==> src/rtl/cau_pkg.sv <==
// ----------------------------------------------------------------------------
// cau_pkg: shared types and constants of the complex arithmetic unit
// Operation codes, status codes, the CORDIC angle table, the per-stage
// iteration record and the signed 32-bit saturation helper.
// ----------------------------------------------------------------------------
package cau_pkg;

    typedef enum logic [2:0] {
        MODE_ADD  = 3'd0,
        MODE_SUB  = 3'd1,
        MODE_MUL  = 3'd2,
        MODE_DIV  = 3'd3,
        MODE_CONJ = 3'd4,
        MODE_NEG  = 3'd5,
        MODE_MAG  = 3'd6,
        MODE_ARG  = 3'd7
    } t_mode;

    localparam logic [1:0] ST_OK  = 2'd0;
    localparam logic [1:0] ST_DZ  = 2'd1;
    localparam logic [1:0] ST_SAT = 2'd2;

    // quotient bits per division, square root steps, iteration stages
    localparam int QBITS    = 33;
    localparam int SQ_STEPS = 32;
    localparam int NIT      = 33;

    localparam logic [31:0] HALF_PI_Q30 = 32'd1686629713;

    localparam logic signed [31:0] ATAN_Q30 [0:31] = '{
        32'sd843314857, 32'sd497837829, 32'sd263043837, 32'sd133525159,
        32'sd67021687,  32'sd33543516,  32'sd16775851,  32'sd8388437,
        32'sd4194283,   32'sd2097149,   32'sd1048576,   32'sd524288,
        32'sd262144,    32'sd131072,    32'sd65536,     32'sd32768,
        32'sd16384,     32'sd8192,      32'sd4096,      32'sd2048,
        32'sd1024,      32'sd512,       32'sd256,       32'sd128,
        32'sd64,        32'sd32,        32'sd16,        32'sd8,
        32'sd4,         32'sd2,         32'sd1,         32'sd0
    };

    typedef struct packed {
        logic [31:0] val;
        logic        sat;
    } t_sat;

    // one lane of the restoring divider
    typedef struct packed {
        logic        neg;
        logic        ovf;
        logic [63:0] rem;
        logic [32:0] low;
        logic [32:0] q;
    } t_lane;

    typedef struct packed {
        t_mode              mode;
        logic [31:0]        rr;
        logic [31:0]        ri;
        logic               sat;
        logic               spec;
        logic               dz;
        logic [63:0]        d;
        t_lane              lre;
        t_lane              lim;
        logic [63:0]        sv;
        logic [33:0]        srem;
        logic [31:0]        root;
        logic signed [35:0] cx;
        logic signed [35:0] cy;
        logic signed [31:0] cz;
    } t_it;

    // clamp a sign and magnitude pair to the signed 32-bit range
    function automatic t_sat f_sat32(input logic neg, input logic [63:0] mag);
        t_sat r;
        r.sat = 1'b0;
        r.val = neg ? (~mag[31:0] + 32'd1) : mag[31:0];
        if (!neg && mag > 64'h7FFF_FFFF) begin
            r.val = 32'h7FFF_FFFF;
            r.sat = 1'b1;
        end else if (neg && mag > 64'h8000_0000) begin
            r.val = 32'h8000_0000;
            r.sat = 1'b1;
        end
        return r;
    endfunction

endpackage

==> src/rtl/cau_back.sv <==
// ----------------------------------------------------------------------------
// cau_back: result formatting and output buffering
// Select and saturate the result per operation, then hold it in an output
// register backed by a one-entry skid register.
// ----------------------------------------------------------------------------
module cau_back #(
    parameter int FRAC_BITS = 16
) (
    input  logic               i_clk,
    input  logic               i_rst_n,
    input  logic               i_valid,
    input  cau_pkg::t_it       i_it,
    input  logic               i_stall,
    output logic               o_skid,
    output logic               o_valid,
    output logic signed [31:0] o_res_real,
    output logic signed [31:0] o_res_imag,
    output logic [1:0]         o_status
);

    localparam int SH = 30 - FRAC_BITS;

    typedef struct packed {
        logic [31:0] rr;
        logic [31:0] ri;
        logic [1:0]  st;
    } t_res;

    t_res          n_b, r_b, r_skid, r_out;
    logic          r_bv, r_skid_v, en, out_free;
    cau_pkg::t_sat d_re, d_im, g_mag;
    logic [32:0]   az, am;

    assign en = !r_skid_v;

    always_comb begin
        d_re  = i_it.lre.ovf ? cau_pkg::f_sat32(i_it.lre.neg, 64'hFF_FFFF_FFFF)
                             : cau_pkg::f_sat32(i_it.lre.neg, {31'd0, i_it.lre.q});
        d_im  = i_it.lim.ovf ? cau_pkg::f_sat32(i_it.lim.neg, 64'hFF_FFFF_FFFF)
                             : cau_pkg::f_sat32(i_it.lim.neg, {31'd0, i_it.lim.q});
        g_mag = cau_pkg::f_sat32(1'b0, {32'd0, i_it.root});
        az    = i_it.cz[31] ? (33'd0 - {i_it.cz[31], i_it.cz}) : {i_it.cz[31], i_it.cz};
        am    = (az + (33'd1 << (SH - 1))) >> SH;

        n_b.rr = i_it.rr;
        n_b.ri = i_it.ri;
        n_b.st = i_it.sat ? cau_pkg::ST_SAT : cau_pkg::ST_OK;
        unique case (i_it.mode)
            cau_pkg::MODE_DIV: begin
                if (i_it.dz) begin
                    n_b = '{rr: 32'd0, ri: 32'd0, st: cau_pkg::ST_DZ};
                end else begin
                    n_b.rr = d_re.val;
                    n_b.ri = d_im.val;
                    n_b.st = (d_re.sat | d_im.sat) ? cau_pkg::ST_SAT : cau_pkg::ST_OK;
                end
            end
            cau_pkg::MODE_MAG: begin
                n_b.rr = g_mag.val;
                n_b.ri = 32'd0;
                n_b.st = g_mag.sat ? cau_pkg::ST_SAT : cau_pkg::ST_OK;
            end
            cau_pkg::MODE_ARG: begin
                if (!i_it.spec) n_b.rr = i_it.cz[31] ? 32'(33'd0 - am) : am[31:0];
                n_b.ri = 32'd0;
                n_b.st = cau_pkg::ST_OK;
            end
            cau_pkg::MODE_ADD, cau_pkg::MODE_SUB, cau_pkg::MODE_MUL,
            cau_pkg::MODE_CONJ, cau_pkg::MODE_NEG: begin
                n_b.rr = i_it.rr;
            end
        endcase
    end

    assign out_free = !o_valid || !i_stall;

    always_ff @(posedge i_clk) begin
        if (!i_rst_n) begin
            r_bv     <= 1'b0;
            r_skid_v <= 1'b0;
            o_valid  <= 1'b0;
        end else begin
            if (en) r_bv <= i_valid;
            if (out_free) begin
                if (r_skid_v) begin
                    o_valid  <= 1'b1;
                    r_skid_v <= 1'b0;
                end else begin
                    o_valid <= r_bv;
                end
            end else if (r_bv && en) begin
                r_skid_v <= 1'b1;
            end
        end
    end

    always_ff @(posedge i_clk) begin
        if (en) r_b <= n_b;
        if (out_free) begin
            r_out <= r_skid_v ? r_skid : r_b;
        end else if (en) begin
            r_skid <= r_b;
        end
    end

    assign o_skid     = r_skid_v;
    assign o_res_real = r_out.rr;
    assign o_res_imag = r_out.ri;
    assign o_status   = r_out.st;

endmodule

==> config.mk <==
export PLATFORM = sky130hd
export DESIGN_NAME = cau_back
export DESIGN_NICKNAME = d
export VERILOG_FILES = /design/src/rtl/cau_pkg.sv /design/src/rtl/cau_back.sv
export SDC_FILE = /design/constraint.sdc
export NUM_CORES = 1
export LEC_CHECK = 0
export ABC_CLOCK_PERIOD_IN_PS = 5200
export BUFFER_PORTS_ARGS = -buffer_cell sky130_fd_sc_hd__clkbuf_2
export CORE_AREA = 4 4 274 276
export DETAILED_ROUTE_END_ITERATION = 7
export DIE_AREA = 0 0 278 280
export MAX_ROUTING_LAYER = met4
export PLACE_DENSITY_LB_ADDON = 0.15
export SYNTH_ARGS = -nofsm -noshare
export SYNTH_HDL_FRONTEND = slang
export SYNTH_SLANG_ARGS = --single-unit
==> constraint.sdc <==
create_clock -name i_clk -period 5.2 [get_ports i_clk]
set_clock_uncertainty 0.1 [all_clocks]
set_input_delay 0.26 -clock i_clk [delete_from_list [all_inputs] [get_ports i_clk]]
set_output_delay 0.26 -clock i_clk [all_outputs]
set_load 0.02 [all_outputs]
==> results of run 1 <==
registers in the layout (all words and copies together), names as in the netlist:
register	cells
o_skid	1
o_status	2
o_res_real	32
o_res_imag	32
r_b	66
r_bv	1
r_skid	66
o_valid	1
per-layer routing:
layer | routed length [um] | share of wire | vias up | track usage
li1 | - | - | 4805 | -
met1 | 21000 | 0.45 | 4901 | 0.152
met2 | 21700 | 0.46 | 307 | 0.187
met3 | 2930 | 0.063 | 45 | 0.0289
met4 | 1110 | 0.024 | 0 | 0.0285
met5 | 0 | 0 | - | -
area by class of cell:
cell class                      instances  area, um^2  share of cell area
Sequential cell                       201        6010               0.385
Clock inverter                         18         135             0.00865
Inverter                               25        93.8             0.00600
Clock buffer                           31         691              0.0442
Timing Repair Buffer                  343        2010               0.129
Antenna cell                            8        20.0             0.00128
Multi-Input combinational cell        775        5470               0.350
Tap cell                              959        1200              0.0768
worst max-delay path: cells and delay by family:
kind,cells,cell delay (ns)
AOI/OAI and AO/OA,6,2.01
and+or+nand+nor,5,1.26
buffers and inverters,3,0.93
xor gates and xnor gates,2,0.27
adders and majority gates,1,0.24
metrics by stage:
| step | utilization | total power (uW) | instances | hold slack [ns] |
|---|---|---|---|---|
| 3_5_place_dp | 0.197 | 2790 | 2253 | 0.411 |
| 6_report | 0.215 | 4510 | 2360 | 0.0168 |
| 4_1_cts | 0.215 | 4610 | 2352 | 0.00309 |
| 5_1_grt | 0.215 | 4760 | 2358 | 0.00175 |
| 2_1_floorplan | - | 2420 | 1072 | 0.288 |
| 3_3_place_gp | 0.197 | 2790 | 2253 | 0.405 |
power by group through the flow:
stage | logic, uW | clock network [uW] | registers [uW]
6_report | 786 | 1740 | 1990
5_1_grt | 862 | 1890 | 2000
4_1_cts | 802 | 1820 | 1990
3_5_place_dp | 762 | 0 | 2030
3_3_place_gp | 765 | 0 | 2030
2_1_floorplan | 345 | 0 | 2080
cells in the final DEF, fill, tap and decap left out, types with 20 or more instances in the layout:
master	count
nand4_1	20
xor2_1	44
dlygate4sd3_1	50
mux2_2	66
clkbuf_2	275
a21oi_1	45
o31ai_1	24
inv_1	22
or3_1	26
xnor2_1	37
o21ai_0	104
nor2_1	34
a22o_1	31
edfxtp_1	198
nor3_1	28
clkbuf_16	27
nand2_1	81
cell families (layout without fill, tap and decap cells):
family | after synthesis | count (layout) | synth area share
AOI/OAI and AO/OA | 322 | 322 | 0.185
xor gates and xnor gates | 83 | 83 | 0.0636
adders and majority gates | 7 | 7 | 0.00718
buffers and inverters | 96 | 417 | 0.0341
DFF | 201 | 201 | 0.507
muxes | 72 | 72 | 0.0678
other | 0 | 8 | 0
and+or+nand+nor | 291 | 291 | 0.136
worst max-delay path by stage:
| stage | endpoint |
|---|---|
| after floorplan | r_b[60] |
| after global placement | r_b[52] |
| after detailed placement | r_b[52] |
| after CTS | r_b[57] |
| after global routing | r_b[57] |
| final | r_b[57] |
repair_timing:
item / 4_1_cts / 5_1_grt
setup endpoints to repair: 0 / 0
hold buffers: 50 / 0
hold endpoints to repair: 44 / 0
==> flow_summary.yaml, run 1 <==
run_status:
  outcome: "finished, final reports clean"
detailed_routing:
  viasPerCell: 4.26
  ant_nets: 0
  drt_iter0_markers: 593
  drc_errors: 0
  routedWlPerCell_um: 19.8
  drt_wl_total_um: 46700
  dr.pass1.iters: 5
  num_vias: 10058
clocking:
  cts-resized-gates: 0
  htreeDepth: 1
  cts_tree: "built"
  post_cts_buffers: 0
  cts_sinks: 201
  cts_max_path_buffers: 3
  cts_root_buf: "clkbuf_16"
  cts_inserted_buffers: 27
  clk_pin_slew_ns: 0.06
  insertion_delay_ns: 0.55
critical_path:
  rr_startpoint: "o_valid"
  r2r-end: "r_skid[60]"
  worstPathMaxFanout: 10
  worstPathRequired_ns: 5.40
  cp_slowest_stage_delay_ns: 0.59
  r2r_slack_ns: 2.76
  cp_common_cell: "xnor2_1"
  worstSetupEndpointType: "flip-flop"
  crit_chain: "clkbuf_2, nor4_4, nand4_4, o21ai_0, xnor2_1, ha_1, nand2_1, nor3b_1, a311oi_4, xnor2_1, o41ai_2, and3_1, o211ai_2, o21ai_4, buf_4, o2111ai_1, dlygate4sd3_1"
  crit_arrival_ns: 4.98
  worst_path_max_delay_cell: "dlygate4sd3_1"
  r2r_cells: 3
  startpoint: "i_it[2]"
  critical_path_class: "input pin to flip-flop"
  worstSetupStartpointType: "input pin"
logic_synthesis:
  synth_edf_count: 198
  synth_cells: 1072
  synth_largest_area_cell: "edfxtp_1"
  yosysMostFrequentCell: "edfxtp_1"
  ys_seq_elements: 201
  synthesis.nets: 1714
  synth-warning-count: 0
  postSynthAreaPerCell_um2: 11.0
  synth_seq_area_share: 0.507
  synthArstFlopShare: 0
  synthTopCellsByCount: "edfxtp_1 (198), o21ai_0 (104), nand2_1 (82), mux2_2 (66), clkbuf_1 (57)"
  netlist_area_um2: 11800
  synthFlopType: "edfxtp_1"
  ys_types: 78
  synth_top_area_share: 0.502
  yosys-top-cells-area: "edfxtp_1 (50%), mux2_2 (6.3%), o21ai_0 (4.4%)"
sta:
  slew_headroom: 0.346
  fin_crit_sh: 0.918
  maxClockFrequency_mhz: 209
  tightest_slew_ns: 0.981
  finalCriticalPeriod_ns: 4.78
  setup_ws_ns: 0.424
  finalHoldViolCount: 0
  finalSetupTns_ns: 0
  slew_viol_final: 0
  rsz0062_at_grt: "no"
  setup_viol: 0
power_and_ir_drop:
  internal_power_uw: 3240
  switching_share: 0.282
  p_switching_uw: 1270
  p_leak_uw: 0.00570
  clkPwrFrac: 0.386
  peakVddDrop_uv: 204
  pwr-share-comb: 0.174
  pwr-share-seq: 0.440
  power_density_nw_per_um2: 289
placement:
  place.gp.congestion: 0.828
  preCtsSetupSlack_ns: 0.391
  numPortBuffers: 275
  dpl.hpwl_um: 36100
  placed_cell_area_um2: 14300
die:
  die_y_um: 280
  die_w_um: 278
  io_pins: 704
  initial_core_util: 0.163
  num_rows: 99
  coreArea_um2: 72600
  fp.dieArea_um2: 77800
layout:
  postLayoutCellArea_um2: 15600
  nets: 2015
  fillers: 8044
  area_delta_synth_final_pct: 32.0
  drive_gt1_frac: 0.312
min_path:
  min_to: "r_b[61]"
  holdCritStartpoint: "i_it[131]"
  min_path_cells: 3
  hold_path.class: "input pin to flip-flop"
global_route:
  grt_pass1_wl_um: 67700
  grt_usage: 0.118
  antenna_found_initial: 7
  grt_overflow: 0
  grt_max_degree: 53
  grt_pass1_vias: 10013
job:
  maxCapViolations: 0
No activity file was read; power rests on OpenSTA's default activity.
==> run 2: changes to the inputs <==
GPL_TIMING_DRIVEN = 0   (was default)
==> flow_summary.yaml, run 2 (synthesized netlist as in run 1, its figures left out) <==
power_and_ir_drop:
  p_leak_uw: 0.00569
  pwr-share-comb: 0.177
  clkPwrFrac: 0.392
  peakVddDrop_uv: 202
  power_density_nw_per_um2: 292
  internal_power_uw: 3300
  pwr-share-seq: 0.431
  switching_share: 0.282
  p_switching_uw: 1300
  power_uw: 4610
sta:
  slew_headroom: 0.351
  slew_viol_final: 0
  tightest_slew_ns: 0.965
  timing.hold.ws_ns: -0.00187
  setup_ws_ns: 0.619
  setup_viol: 0
  finalHoldViolCount: 1
  fin_crit_sh: 0.881
  maxClockFrequency_mhz: 218
  finalCriticalPeriod_ns: 4.58
  finalSetupTns_ns: 0
  rsz0062_at_grt: "no"
layout:
  drive_gt1_frac: 0.291
  reg_top3: "r_b (66), r_skid (66)"
  nets: 2049
  area_delta_synth_final_pct: 33.0
  layout_common_cells: "clkbuf_2 (265), edfxtp_1 (198), o21ai_0 (104)"
  final_cells: 2393
  layout_commonest_cell: "clkbuf_2"
global_route:
  grt_overflow: 0
  grt_pass1_vias: 10501
  grt_max_degree: 48
  grt_pass1_wl_um: 74100
  antenna_found_initial: 5
  grt_usage: 0.131
detailed_routing:
  drc_errors: 0
  viasPerCell: 4.35
  dr.pass1.iters: 5
  drt_wl_total_um: 51600
  drt_iter0_markers: 769
  num_vias: 10402
  routedWlPerCell_um: 21.6
  ant_nets: 0
critical_path:
  worstSetupStartpointType: "input pin"
  crit_arrival_ns: 4.70
  rr_startpoint: "o_skid"
  startpoint: "i_it[31]"
  worstSetupEndpointType: "flip-flop"
  r2r-end: "r_b[3]"
  r2r_cells: 5
  critical_path_class: "input pin to flip-flop"
  r2r_slack_ns: 1.91
  worstPathRequired_ns: 5.32
  worstPathMaxFanout: 17
min_path:
  holdCritStartpoint: "i_it[596]"
  min_to: "r_b[33]"
  min_path_cells: 2
  hold_path.class: "input pin to flip-flop"
clocking:
  cts_sinks: 201
  clk_pin_slew_ns: 0.06
  insertion_delay_ns: 0.54
  cts_max_path_buffers: 3
  htreeDepth: 1
  cts_inserted_buffers: 26
  cts_root_buf: "clkbuf_16"
  cts_tree: "built"
  post_cts_buffers: 0
die:
  coreArea_um2: 72600
  initial_core_util: 0.163
  die_y_um: 280
  die_w_um: 278
  fp.dieArea_um2: 77800
  num_rows: 99
  io_pins: 704
run_status:
  violations: "negative hold slack"
  outcome: "complete, but fails checks"
placement:
  place.gp.congestion: 0.841
  numPortBuffers: 263
  preCtsSetupSlack_ns: -0.707
  dpl.hpwl_um: 41100
  dp_cells: 2297
job:
  maxCapViolations: 0
-- run 2: changes by cell type in the layout (fill, tap and decap cells not counted), sizes merged, moves of 2 or more --
cell         previous run  this run
clkbuf                306       348
dlygate4sd3            50        42
buf                    18        16
bufinv                  1         3
clkinvlp                2         4
-- run 2: worst max path at each step --
stage                            end  slack (ns)  depth (start not counted)
after global routing         r_b[52]        0.30                         16
final                        r_b[55]        0.62                         16
after CTS                    r_b[55]        0.02                         17
after floorplan              r_b[60]        0.91                         17
after global placement    r_skid[33]       -2.72                          2
after detailed placement     r_b[55]       -0.71                         17
-- run 2: power by group through the flow --
stage,clock (uW),sequential (uW),combinational [uW]
3_5_place_dp,0,2020,797
5_1_grt,1950,2000,890
2_1_floorplan,0,2080,345
3_3_place_gp,0,2030,793
4_1_cts,1890,1990,829
6_report,1810,1980,815
-- run 2: per-layer routing --
metal / GRT usage / share of wire / vias to the layer above
li1: - / - / 4879
met1: 0.170 / 0.45 / 5120
met2: 0.218 / 0.48 / 362
met3: 0.0249 / 0.057 / 41
met4: 0.0194 / 0.014 / 0
met5: - / 0 / -
-- run 2: worst max-delay path, cell delays in order --
cell and delay, ns:
buf_2 0.34, clkbuf_2 0.34, clkbuf_2 0.31, o21ai_0 0.17
xnor2_1 0.17, ha_1 0.25, nand2_1 0.13, nor3b_1 0.35
a311oi_4 0.15, nor3_1 0.50, nand2_1 0.20, o31a_1 0.29
or4_4 0.50, o21ai_4 0.29, buf_6 0.21, o2111ai_1 0.20
-- run 2: repair_timing --
action                                 in CTS  in global routing
endpoints found under the hold margin      36                  2
resized for setup                           1                  2
hold buffers                               40                  2
setup endpoints to repair                  11                 20
-- run 2: final cells by class --
class / count / area, um^2
Antenna cell: 7 / 17.5
Buffer: 70 / 309
Sequential cell: 201 / 6010
Clock inverter: 20 / 200
Timing Repair Buffer: 308 / 1820
Fill cell: 8054 / 56800
Multi-Input combinational cell: 775 / 5440
Tap cell: 959 / 1200
Clock buffer: 28 / 658
Inverter: 25 / 98.8
-- run 2: metrics by stage --
step | instance area (um^2) | util
after floorplan | 11800 | -
final | 15800 | 0.217
after global routing | 15700 | 0.217
after CTS | 15700 | 0.216
after detailed placement | 14500 | 0.199
after global placement | 14400 | 0.198
