===== src/rtl/cau_pkg.sv =====
// ----------------------------------------------------------------------------
// cau_pkg: shared types and constants of the complex arithmetic unit
// Operation codes, status codes, the CORDIC angle table, the per-stage
// iteration record and the signed 32-bit saturation helper.
// ----------------------------------------------------------------------------
package cau_pkg;

    typedef enum logic [2:0] {
        MODE_ADD  = 3'd0,
        MODE_SUB  = 3'd1,
        MODE_MUL  = 3'd2,
        MODE_DIV  = 3'd3,
        MODE_CONJ = 3'd4,
        MODE_NEG  = 3'd5,
        MODE_MAG  = 3'd6,
        MODE_ARG  = 3'd7
    } t_mode;

    localparam logic [1:0] ST_OK  = 2'd0;
    localparam logic [1:0] ST_DZ  = 2'd1;
    localparam logic [1:0] ST_SAT = 2'd2;

    // quotient bits per division, square root steps, iteration stages
    localparam int QBITS    = 33;
    localparam int SQ_STEPS = 32;
    localparam int NIT      = 33;

    localparam logic [31:0] HALF_PI_Q30 = 32'd1686629713;

    localparam logic signed [31:0] ATAN_Q30 [0:31] = '{
        32'sd843314857, 32'sd497837829, 32'sd263043837, 32'sd133525159,
        32'sd67021687,  32'sd33543516,  32'sd16775851,  32'sd8388437,
        32'sd4194283,   32'sd2097149,   32'sd1048576,   32'sd524288,
        32'sd262144,    32'sd131072,    32'sd65536,     32'sd32768,
        32'sd16384,     32'sd8192,      32'sd4096,      32'sd2048,
        32'sd1024,      32'sd512,       32'sd256,       32'sd128,
        32'sd64,        32'sd32,        32'sd16,        32'sd8,
        32'sd4,         32'sd2,         32'sd1,         32'sd0
    };

    typedef struct packed {
        logic [31:0] val;
        logic        sat;
    } t_sat;

    // one lane of the restoring divider
    typedef struct packed {
        logic        neg;
        logic        ovf;
        logic [63:0] rem;
        logic [32:0] low;
        logic [32:0] q;
    } t_lane;

    typedef struct packed {
        t_mode              mode;
        logic [31:0]        rr;
        logic [31:0]        ri;
        logic               sat;
        logic               spec;
        logic               dz;
        logic [63:0]        d;
        t_lane              lre;
        t_lane              lim;
        logic [63:0]        sv;
        logic [33:0]        srem;
        logic [31:0]        root;
        logic signed [35:0] cx;
        logic signed [35:0] cy;
        logic signed [31:0] cz;
    } t_it;

    // clamp a sign and magnitude pair to the signed 32-bit range
    function automatic t_sat f_sat32(input logic neg, input logic [63:0] mag);
        t_sat r;
        r.sat = 1'b0;
        r.val = neg ? (~mag[31:0] + 32'd1) : mag[31:0];
        if (!neg && mag > 64'h7FFF_FFFF) begin
            r.val = 32'h7FFF_FFFF;
            r.sat = 1'b1;
        end else if (neg && mag > 64'h8000_0000) begin
            r.val = 32'h8000_0000;
            r.sat = 1'b1;
        end
        return r;
    endfunction

endpackage


===== src/rtl/cau_iter.sv =====
// ----------------------------------------------------------------------------
// cau_iter: one iteration stage
// One quotient bit for each divider lane, one square root digit and one
// CORDIC vectoring rotation, each where this stage lies in its range.
// ----------------------------------------------------------------------------
module cau_iter #(
    parameter int STEP         = 0,
    parameter int CORDIC_STEPS = 24
) (
    input  logic         i_clk,
    input  logic         i_rst_n,
    input  logic         i_en,
    input  logic         i_valid,
    input  cau_pkg::t_it i_it,
    output logic         o_valid,
    output cau_pkg::t_it o_it
);

    localparam int AIDX = (STEP < 32) ? STEP : 31;

    function automatic cau_pkg::t_lane f_dstep(input cau_pkg::t_lane l, input logic [63:0] d);
        cau_pkg::t_lane r;
        logic [64:0]    r2;
        logic           qb;
        r2    = {l.rem, l.low[32]};
        qb    = (r2 >= {1'b0, d});
        r     = l;
        r.rem = qb ? 64'(r2 - {1'b0, d}) : r2[63:0];
        r.low = {l.low[31:0], 1'b0};
        r.q   = {l.q[31:0], qb};
        return r;
    endfunction

    cau_pkg::t_it       n_it, r_it;
    logic [35:0]        r2s, trial;
    logic signed [35:0] dx, dy;

    always_comb begin
        n_it     = i_it;
        n_it.lre = f_dstep(i_it.lre, i_it.d);
        n_it.lim = f_dstep(i_it.lim, i_it.d);

        r2s   = {i_it.srem, i_it.sv[63:62]};
        trial = {2'b00, i_it.root, 2'b01};
        if (STEP < cau_pkg::SQ_STEPS) begin
            n_it.sv = {i_it.sv[61:0], 2'b00};
            if (r2s >= trial) begin
                n_it.srem = 34'(r2s - trial);
                n_it.root = {i_it.root[30:0], 1'b1};
            end else begin
                n_it.srem = r2s[33:0];
                n_it.root = {i_it.root[30:0], 1'b0};
            end
        end

        // rotate toward the positive real axis
        dx = i_it.cy >>> STEP;
        dy = i_it.cx >>> STEP;
        if (STEP < CORDIC_STEPS) begin
            if (!i_it.cy[35]) begin
                n_it.cx = i_it.cx + dx;
                n_it.cy = i_it.cy - dy;
                n_it.cz = i_it.cz + cau_pkg::ATAN_Q30[AIDX];
            end else begin
                n_it.cx = i_it.cx - dx;
                n_it.cy = i_it.cy + dy;
                n_it.cz = i_it.cz - cau_pkg::ATAN_Q30[AIDX];
            end
        end
    end

    always_ff @(posedge i_clk) begin
        if (!i_rst_n) begin
            o_valid <= 1'b0;
        end else if (i_en) begin
            o_valid <= i_valid;
        end
    end

    always_ff @(posedge i_clk) begin
        if (i_en) begin
            r_it <= n_it;
        end
    end

    assign o_it = r_it;

endmodule


===== config.mk =====
export PLATFORM = sky130hd
export DESIGN_NAME = cau_iter
export DESIGN_NICKNAME = d
export VERILOG_FILES = /design/src/rtl/cau_pkg.sv /design/src/rtl/cau_iter.sv
export SDC_FILE = /design/constraint.sdc
export NUM_CORES = 1
export LEC_CHECK = 0
export BUFFER_PORTS_ARGS = -buffer_cell sky130_fd_sc_hd__clkbuf_2
export CAP_MARGIN = 15
export CORE_AREA = 5 5 491 493
export DETAILED_ROUTE_END_ITERATION = 8
export DIE_AREA = 0 0 496 498
export PLACE_DENSITY = 0.35
export SYNTH_ARGS = -nofsm -noshare
export SYNTH_HDL_FRONTEND = slang
export SYNTH_SLANG_ARGS = --single-unit

===== constraint.sdc =====
create_clock -name i_clk -period 3.7 [get_ports i_clk]
set_input_delay 0.37 -clock i_clk [delete_from_list [all_inputs] [get_ports i_clk]]
set_output_delay 0.37 -clock i_clk [all_outputs]
set_load 0.005 [all_outputs]

==> flow_results.xml, run 1 <==
<?xml version="1.0" encoding="UTF-8"?>
<metrics>
  <group name="layout">
    <metric name="mostFrequentLayoutCell" unit="">clkbuf_2</metric>
    <metric name="fraction_of_layout_cells_with_a_size_suffix_above_1" unit="">0.339</metric>
    <metric name="nets" unit="">6818</metric>
    <metric name="areaGrowthSynthToFinish" unit="%">57.8</metric>
    <metric name="most_frequent_cells_in_the_layout" unit="">clkbuf_2, edfxtp_1, buf_4</metric>
  </group>
  <group name="detailed_routing">
    <metric name="detail-route-antenna-nets" unit="">0</metric>
    <metric name="drt_first_pass_iters" unit="">5</metric>
    <metric name="route.detailed.drc" unit="">0</metric>
    <metric name="detailedRoute.firstIterationViolations" unit="">2084</metric>
    <metric name="totalWireLength" unit="mm">239</metric>
    <metric name="num_vias" unit="">37900</metric>
    <metric name="detail_route.vias_per_cell" unit="">4.13</metric>
    <metric name="wl_per_cell" unit="µm">26.0</metric>
  </group>
  <group name="cts">
    <metric name="clk_path_buf_depth" unit="">3</metric>
    <metric name="post_cts_buffers" unit="">0</metric>
    <metric name="cts_root_buf" unit="">clkbuf_16</metric>
    <metric name="cts_buffers" unit="">86</metric>
    <metric name="cts_max_level" unit="">3</metric>
    <metric name="clock_insertion_delay_worst_skew" unit="ns">0.72</metric>
    <metric name="clk_pin_slew_worst_paths" unit="ns">0.06</metric>
    <metric name="cts_tree" unit="">yes</metric>
    <metric name="cts_num_sinks" unit="">628</metric>
  </group>
  <group name="setup_path">
    <metric name="critical_path_class" unit="">in2reg</metric>
    <metric name="path_buf_inv" unit="">7</metric>
    <metric name="critPathTopFamily" unit="">buffers and inverters</metric>
    <metric name="worstPathMaxFanout" unit="">30</metric>
    <metric name="cp_data_required_time" unit="ns">4.17</metric>
    <metric name="startpoint_type_of_the_worst_setup_path" unit="">primary input</metric>
    <metric name="slowest_stage" unit="">dlygate4sd3_1</metric>
    <metric name="critPathMaxStageDelay" unit="ns">0.55</metric>
    <metric name="setup.worst_path.end_class" unit="">register</metric>
    <metric name="timing.critical_path.cells" unit="">dlygate4sd3_1, clkbuf_2, ha_1, a21o_1, a31o_1, nand3b_1, a41oi_2, buf_12, a2111oi_4, buf_4, o2111ai_2, a211oi_2, nor2_4, clkinv_2, buf_12, buf_12, nor2_1, a21oi_2</metric>
    <metric name="crit_top_cell" unit="">buf_12</metric>
    <metric name="worstPathArrival" unit="ns">4.09</metric>
  </group>
  <group name="floorplanning">
    <metric name="floorplan_die_area" unit="mm²">0.247</metric>
    <metric name="die_ht" unit="µm">498</metric>
    <metric name="placeableCoreArea" unit="mm²">0.237</metric>
    <metric name="ioPinCount" unit="">1269</metric>
    <metric name="start_util" unit="">0.161</metric>
    <metric name="rows" unit="">179</metric>
    <metric name="die_w" unit="µm">496</metric>
  </group>
  <group name="logic_synthesis">
    <metric name="mappedNetlistArea" unit="mm²">0.0381</metric>
    <metric name="post_synth_num_cell_types" unit="">100</metric>
    <metric name="syn_inst" unit="">3656</metric>
    <metric name="postSynth.asyncResetShare" unit="">0</metric>
    <metric name="yosys_warnings" unit="">0</metric>
    <metric name="avgSynthCellArea" unit="µm²">10.4</metric>
    <metric name="yosys_most_used_dff" unit="">edfxtp_1</metric>
    <metric name="ys_seq_area_frac" unit="">0.495</metric>
    <metric name="synth_enable_flop_cells" unit="">627</metric>
    <metric name="ys_ff_latch" unit="">628</metric>
  </group>
  <group name="power_and_ir_drop">
    <metric name="max-vdd-ir-drop" unit="mV">0.410</metric>
    <metric name="net-switching-power" unit="µW">8390</metric>
    <metric name="intPower" unit="µW">17300</metric>
    <metric name="leakagePower" unit="µW">0.0265</metric>
    <metric name="power_density" unit="mW/mm²">427</metric>
    <metric name="p_clk_frac" unit="">0.355</metric>
    <metric name="combPwrFrac" unit="">0.284</metric>
    <metric name="power_switching_share" unit="">0.327</metric>
    <metric name="share_seq_of_total_power" unit="">0.361</metric>
  </group>
  <group name="sta">
    <metric name="final.min_clock_period" unit="ns">3.61</metric>
    <metric name="fin_worst_hold_slack" unit="ns">0.0931</metric>
    <metric name="fmax" unit="GHz">0.277</metric>
    <metric name="setup-tns-final" unit="ns">0</metric>
    <metric name="final_min_period_over_clock_period" unit="">0.977</metric>
    <metric name="final.setup_skew" unit="ns">0</metric>
    <metric name="setup_viol" unit="">0</metric>
    <metric name="unrepaired_setup_endpoints_after_global_routing" unit="">no</metric>
    <metric name="finalMaxSlewViolations" unit="">0</metric>
    <metric name="max_slew.worst_pin.slew" unit="ns">0.669</metric>
    <metric name="maxSlewHeadroom" unit="">0.550</metric>
    <metric name="report.final.hold_viol_count" unit="">0</metric>
  </group>
  <group name="global_routing">
    <metric name="grt_pass1_wl" unit="mm">318</metric>
    <metric name="grt_antenna_before_repair" unit="">94</metric>
    <metric name="groute.usage.overall" unit="">0.184</metric>
    <metric name="grt_max_degree" unit="">87</metric>
    <metric name="total_congestion_overflow" unit="">0</metric>
    <metric name="number_of_global_route_vias_before_repair" unit="">39100</metric>
  </group>
  <group name="flow_run">
    <metric name="cap_viol_max_count" unit="">0</metric>
  </group>
  <group name="place">
    <metric name="place.detailed.hpwl" unit="mm">204</metric>
    <metric name="finalWeightedCongestion" unit="">0.874</metric>
    <metric name="port-buffer-count" unit="">1262</metric>
  </group>
  <group name="min_path">
    <metric name="holdCritPathClass" unit="">in2reg</metric>
  </group>
  <group name="status">
    <metric name="outcome" unit="">complete, no violations</metric>
  </group>
</metrics>
[synthesized netlist by cell type (17+ instances only)]
| cell | instances | area share |
|---|---|---|
| buf_2 | 41 | 0.0054 |
| inv_1 | 265 | 0.026 |
| a211oi_1 | 22 | 0.0043 |
| nor4_1 | 22 | 0.0036 |
| and3_1 | 31 | 0.0051 |
| o21ai_1 | 26 | 0.0034 |
| xor2_1 | 73 | 0.017 |
| nor3_1 | 61 | 0.0080 |
| ha_1 | 297 | 0.098 |
| edfxtp_1 | 627 | 0.49 |
| a21o_1 | 139 | 0.027 |
| nor2b_1 | 28 | 0.0046 |
| nand3_1 | 42 | 0.0055 |
| o21ai_0 | 202 | 0.027 |
| clkbuf_1 | 87 | 0.0086 |
| o21bai_1 | 73 | 0.014 |
| o21a_1 | 32 | 0.0063 |
| nor2_1 | 294 | 0.029 |
| nand2b_1 | 32 | 0.0053 |
| o31ai_1 | 26 | 0.0051 |
| or3_1 | 18 | 0.0030 |
| mux2i_1 | 17 | 0.0045 |
| a31oi_1 | 39 | 0.0064 |
| nand4_1 | 66 | 0.011 |
| xnor2_1 | 154 | 0.035 |
| o211ai_1 | 24 | 0.0047 |
| nand2_1 | 244 | 0.024 |
| a21oi_1 | 429 | 0.056 |
[stage by stage]
step | power [µW] | instance area (µm²) | util | setup slack (ns) | instances
floorplan | 12100 | 38100 | - | 0.0857 | 3659
global placement | 16400 | 52000 | 0.220 | -0.470 | 8477
detailed placement | 16300 | 52000 | 0.220 | -0.515 | 8477
CTS | 26200 | 59800 | 0.253 | 0.00370 | 9117
global route | 26900 | 60100 | 0.254 | 0.00240 | 9145
finish | 25700 | 60100 | 0.254 | 0.0867 | 9169
[cell type report]
cell class | instances | area (µm²)
inverters | 272 | 1020
repair buffers | 2279 | 15400
fillers | 25800 | 176000
well taps | 3167 | 3960
clock inverters | 62 | 796
clock buffers | 98 | 2220
diodes | 51 | 128
multi-input cells | 2612 | 17800
flip-flops and latches | 628 | 18800
[sequential cells by signal (all words and copies together), names as in the netlist]
register  flops
o_it        627
o_valid       1
[cells by family after synthesis]
logic type                 Yosys count  share of synthesized area
xor gates and xnor gates           227                     0.0522
muxes                               19                    0.00506
buffers and inverters              419                     0.0441
AOI/OAI and AO/OA                 1154                      0.191
DFF                                628                      0.495
other                                1                  0.0000984
adders and majority gates          303                      0.101
and+or+nand+nor                    905                      0.112
[power by group through the flow]
| stage | sequential [µW] | combinational, µW | clock, µW |
|---|---|---|---|
| 2_1_floorplan | 9330 | 2770 | 0 |
| 3_3_place_gp | 9420 | 6930 | 0 |
| 3_5_place_dp | 9420 | 6870 | 0 |
| 4_1_cts | 9290 | 7400 | 9500 |
| 5_1_grt | 9320 | 7870 | 9720 |
| 6_report | 9260 | 7280 | 9120 |
[timing repair]
action                     in CTS  in global routing
gates resized for setup         0                 37
setup endpoints to repair       0                 90
hold buffers                  480                  1
hold endpoints to repair      485                  1
[worst min-delay path, delay by kind of cell]
family,cells,cell delay (ns)
and+or+nand+nor,1,0.10
AOI/OAI and AO/OA,1,0.06
buffers and inverters,1,0.12
[per-layer routing]
metal	wire length [µm]	global-route usage
met4	9640	0.0660
met2	126000	0.350
met1	86700	0.194
met3	16000	0.0482
met5	332	0
[final timing paths]
check                        from              endpoint  slack [ns]  cells after the start
max                     i_it[305]   o_it[324]$_DFFE_PP_        0.09                     18
min                     i_it[469]   o_it[470]$_DFFE_PP_        0.09                      3
min reg2reg  o_valid$_SDFFE_PN0P_  o_valid$_SDFFE_PN0P_        1.09                      3
max reg2reg  o_valid$_SDFFE_PN0P_  o_valid$_SDFFE_PN0P_        2.55                      3
Power figures use the tool's default switching activity.
==> inputs of run 2 (changes only) <==
==> constraint.sdc (replaced) <==
create_clock -name i_clk -period 3.2 [get_ports i_clk]
set_input_delay 0.32 -clock i_clk [delete_from_list [all_inputs] [get_ports i_clk]]
set_output_delay 0.32 -clock i_clk [all_outputs]
set_load 0.005 [all_outputs]
==> flow_results.xml, run 2 (synthesis gave the netlist of run 1 again) <==
<?xml version="1.0" encoding="UTF-8"?>
<metrics>
  <group name="setup_path">
    <metric name="critical_path_class" unit="">in2reg</metric>
    <metric name="timing.critical_path.cells" unit="">dlygate4sd3_1, clkbuf_2, ha_1, a21o_1, a21o_1, a221oi_1, nor2_1, o22a_1, o21ai_1, buf_4, a21oi_1, o31ai_1, buf_4, nor3_1, nor3_1</metric>
    <metric name="ff2ff_setup_slack" unit="ns">2.06</metric>
    <metric name="startpoint_type_of_the_worst_setup_path" unit="">primary input</metric>
    <metric name="critPathMaxStageDelay" unit="ns">0.59</metric>
    <metric name="cp_data_required_time" unit="ns">3.73</metric>
    <metric name="critPathTopFamily" unit="">compound AO/OA/AOI/OAI gates</metric>
    <metric name="path_buf_inv" unit="">4</metric>
    <metric name="worstPathMaxFanout" unit="">3</metric>
    <metric name="setup.worst_path.end_class" unit="">register</metric>
    <metric name="worstPathArrival" unit="ns">3.70</metric>
    <metric name="slowest_stage" unit="">dlygate4sd3_1</metric>
  </group>
  <group name="detailed_routing">
    <metric name="drt_first_pass_iters" unit="">6</metric>
    <metric name="detail-route-antenna-nets" unit="">0</metric>
    <metric name="detail_route.vias_per_cell" unit="">4.10</metric>
    <metric name="totalWireLength" unit="mm">246</metric>
    <metric name="wl_per_cell" unit="µm">25.6</metric>
    <metric name="route.detailed.drc" unit="">0</metric>
    <metric name="detailedRoute.firstIterationViolations" unit="">2201</metric>
    <metric name="num_vias" unit="">39500</metric>
  </group>
  <group name="place">
    <metric name="port-buffer-count" unit="">1262</metric>
    <metric name="finalWeightedCongestion" unit="">0.884</metric>
    <metric name="place.detailed.hpwl" unit="mm">206</metric>
  </group>
  <group name="global_routing">
    <metric name="routing_usage_on_met2" unit="">0.355</metric>
    <metric name="groute.usage.overall" unit="">0.190</metric>
    <metric name="grt_pass1_wl" unit="mm">329</metric>
    <metric name="number_of_global_route_vias_before_repair" unit="">41500</metric>
    <metric name="grt_util_met1" unit="">0.203</metric>
    <metric name="grt_antenna_before_repair" unit="">90</metric>
    <metric name="routing_layer_with_the_top_usage_in_global_route" unit="">met2</metric>
    <metric name="use_met3" unit="">0.0451</metric>
    <metric name="total_congestion_overflow" unit="">0</metric>
    <metric name="grt_max_degree" unit="">72</metric>
  </group>
  <group name="layout">
    <metric name="utilization" unit="">0.272</metric>
    <metric name="most_frequent_cells_in_the_layout" unit="">clkbuf_2, buf_4, edfxtp_1</metric>
    <metric name="nets" unit="">7285</metric>
    <metric name="mostFrequentLayoutCell" unit="">clkbuf_2</metric>
    <metric name="largest_register_ffs" unit="">627</metric>
    <metric name="fraction_of_layout_cells_with_a_size_suffix_above_1" unit="">0.387</metric>
    <metric name="areaGrowthSynthToFinish" unit="%">68.6</metric>
  </group>
  <group name="cts">
    <metric name="clk_path_buf_depth" unit="">3</metric>
    <metric name="cts_num_sinks" unit="">628</metric>
    <metric name="cts_tree" unit="">yes</metric>
    <metric name="cts_buffers" unit="">89</metric>
    <metric name="clock_insertion_delay_worst_skew" unit="ns">0.70</metric>
    <metric name="clk_pin_slew_worst_paths" unit="ns">0.06</metric>
    <metric name="cts_max_level" unit="">3</metric>
    <metric name="cts_root_buf" unit="">clkbuf_16</metric>
  </group>
  <group name="sta">
    <metric name="finalMaxSlewViolations" unit="">0</metric>
    <metric name="fmax" unit="GHz">0.315</metric>
    <metric name="maxSlewHeadroom" unit="">0.510</metric>
    <metric name="final.setup_skew" unit="ns">0</metric>
    <metric name="unrepaired_setup_endpoints_after_global_routing" unit="">yes</metric>
    <metric name="final_min_period_over_clock_period" unit="">0.992</metric>
    <metric name="max_slew.worst_pin.slew" unit="ns">0.730</metric>
    <metric name="setup-tns-final" unit="ns">0</metric>
    <metric name="setup_viol" unit="">0</metric>
    <metric name="report.final.hold_viol_count" unit="">0</metric>
    <metric name="final.min_clock_period" unit="ns">3.17</metric>
  </group>
  <group name="floorplanning">
    <metric name="placeableCoreArea" unit="mm²">0.237</metric>
    <metric name="rows" unit="">179</metric>
    <metric name="start_util" unit="">0.161</metric>
    <metric name="die_ht" unit="µm">498</metric>
    <metric name="die_w" unit="µm">496</metric>
    <metric name="ioPinCount" unit="">1269</metric>
    <metric name="floorplan_die_area" unit="mm²">0.247</metric>
  </group>
  <group name="status">
    <metric name="outcome" unit="">complete, no violations</metric>
  </group>
  <group name="power_and_ir_drop">
    <metric name="leakagePower" unit="µW">0.0289</metric>
    <metric name="max-vdd-ir-drop" unit="mV">0.391</metric>
    <metric name="power_switching_share" unit="">0.330</metric>
    <metric name="net-switching-power" unit="µW">10000</metric>
    <metric name="combPwrFrac" unit="">0.305</metric>
    <metric name="intPower" unit="µW">20300</metric>
    <metric name="power_density" unit="mW/mm²">471</metric>
    <metric name="share_seq_of_total_power" unit="">0.354</metric>
    <metric name="p_clk_frac" unit="">0.341</metric>
  </group>
  <group name="flow_run">
    <metric name="cap_viol_max_count" unit="">0</metric>
  </group>
  <group name="min_path">
    <metric name="holdCritPathClass" unit="">in2reg</metric>
  </group>
</metrics>
## run 2: cell types whose count changed in the layout (fill, tap and decap cells not counted), moves of 9 or more
cell / change
dlygate4sd3_1: +27
buf_4: +419
buf_12: +9
clkinv_1: +13
## run 2: final timing paths
kind                        startpoint              endpoint  depth (start not counted)
setup / recovery             i_it[327]   o_it[359]$_DFFE_PP_                         15
hold / removal               i_it[474]   o_it[475]$_DFFE_PP_                          4
setup reg to reg  o_valid$_SDFFE_PN0P_  o_valid$_SDFFE_PN0P_                          3
hold reg to reg   o_valid$_SDFFE_PN0P_  o_valid$_SDFFE_PN0P_                          3
## run 2: worst reg2reg max path, delay by kind of cell (launching register included)
kind                   cells  cell delay (ns)
buffers and inverters      1             0.55
flip-flops                 1             0.30
multiplexers               1             0.12
AND/OR/NAND/NOR            1             0.06
## run 2: power by group through the flow
| stage | logic (µW) | registers [µW] | clock network, µW |
|---|---|---|---|
| after global placement | 8640 | 10900 | 0 |
| after detailed placement | 8560 | 10900 | 0 |
| after CTS | 9320 | 10700 | 10800 |
| after floorplan | 3210 | 10800 | 0 |
| after global routing | 9980 | 10800 | 11100 |
| final | 9240 | 10700 | 10300 |
## run 2: final cells by class
cell class	instances	area (µm²)
fillers	25600	172000
repair buffers	2743	19200
flip-flops and latches	628	18800
multi-input cells	2612	18100
well taps	3167	3960
clock buffers	101	2270
inverters	272	1030
clock inverters	66	697
diodes	49	123
## run 2: timing repair
action                                 in CTS  in global routing
gates cloned                                4                  2
hold buffers                              511                  0
setup endpoints to repair                  65                133
endpoints found under the hold margin     515                  0
buffers inserted                            8                  4
pin swaps                                   8                 22
resized for setup                          41                 72
## run 2: layer usage
metal  wire length (µm)  vias up
met5                276        -
met4              11700       40
met3              15300      307
met2             128000     1196
met1              90800    19000
li1                   -    19000
## run 2: stage by stage
stage | power, µW | setup slack [ns] | hold WS, ns | area [µm²] | cells
3_5_place_dp | 19400 | -2.05 | 0.499 | 55300 | 8899
2_1_floorplan | 14000 | 0.0732 | 0.419 | 38100 | 3659
5_1_grt | 31900 | -0.0203 | 0.0446 | 64200 | 9614
6_report | 30300 | 0.0271 | 0.0896 | 64300 | 9638
3_3_place_gp | 19500 | -2.02 | 0.497 | 55300 | 8899
4_1_cts | 30900 | 0.000813 | 0.000713 | 63700 | 9587
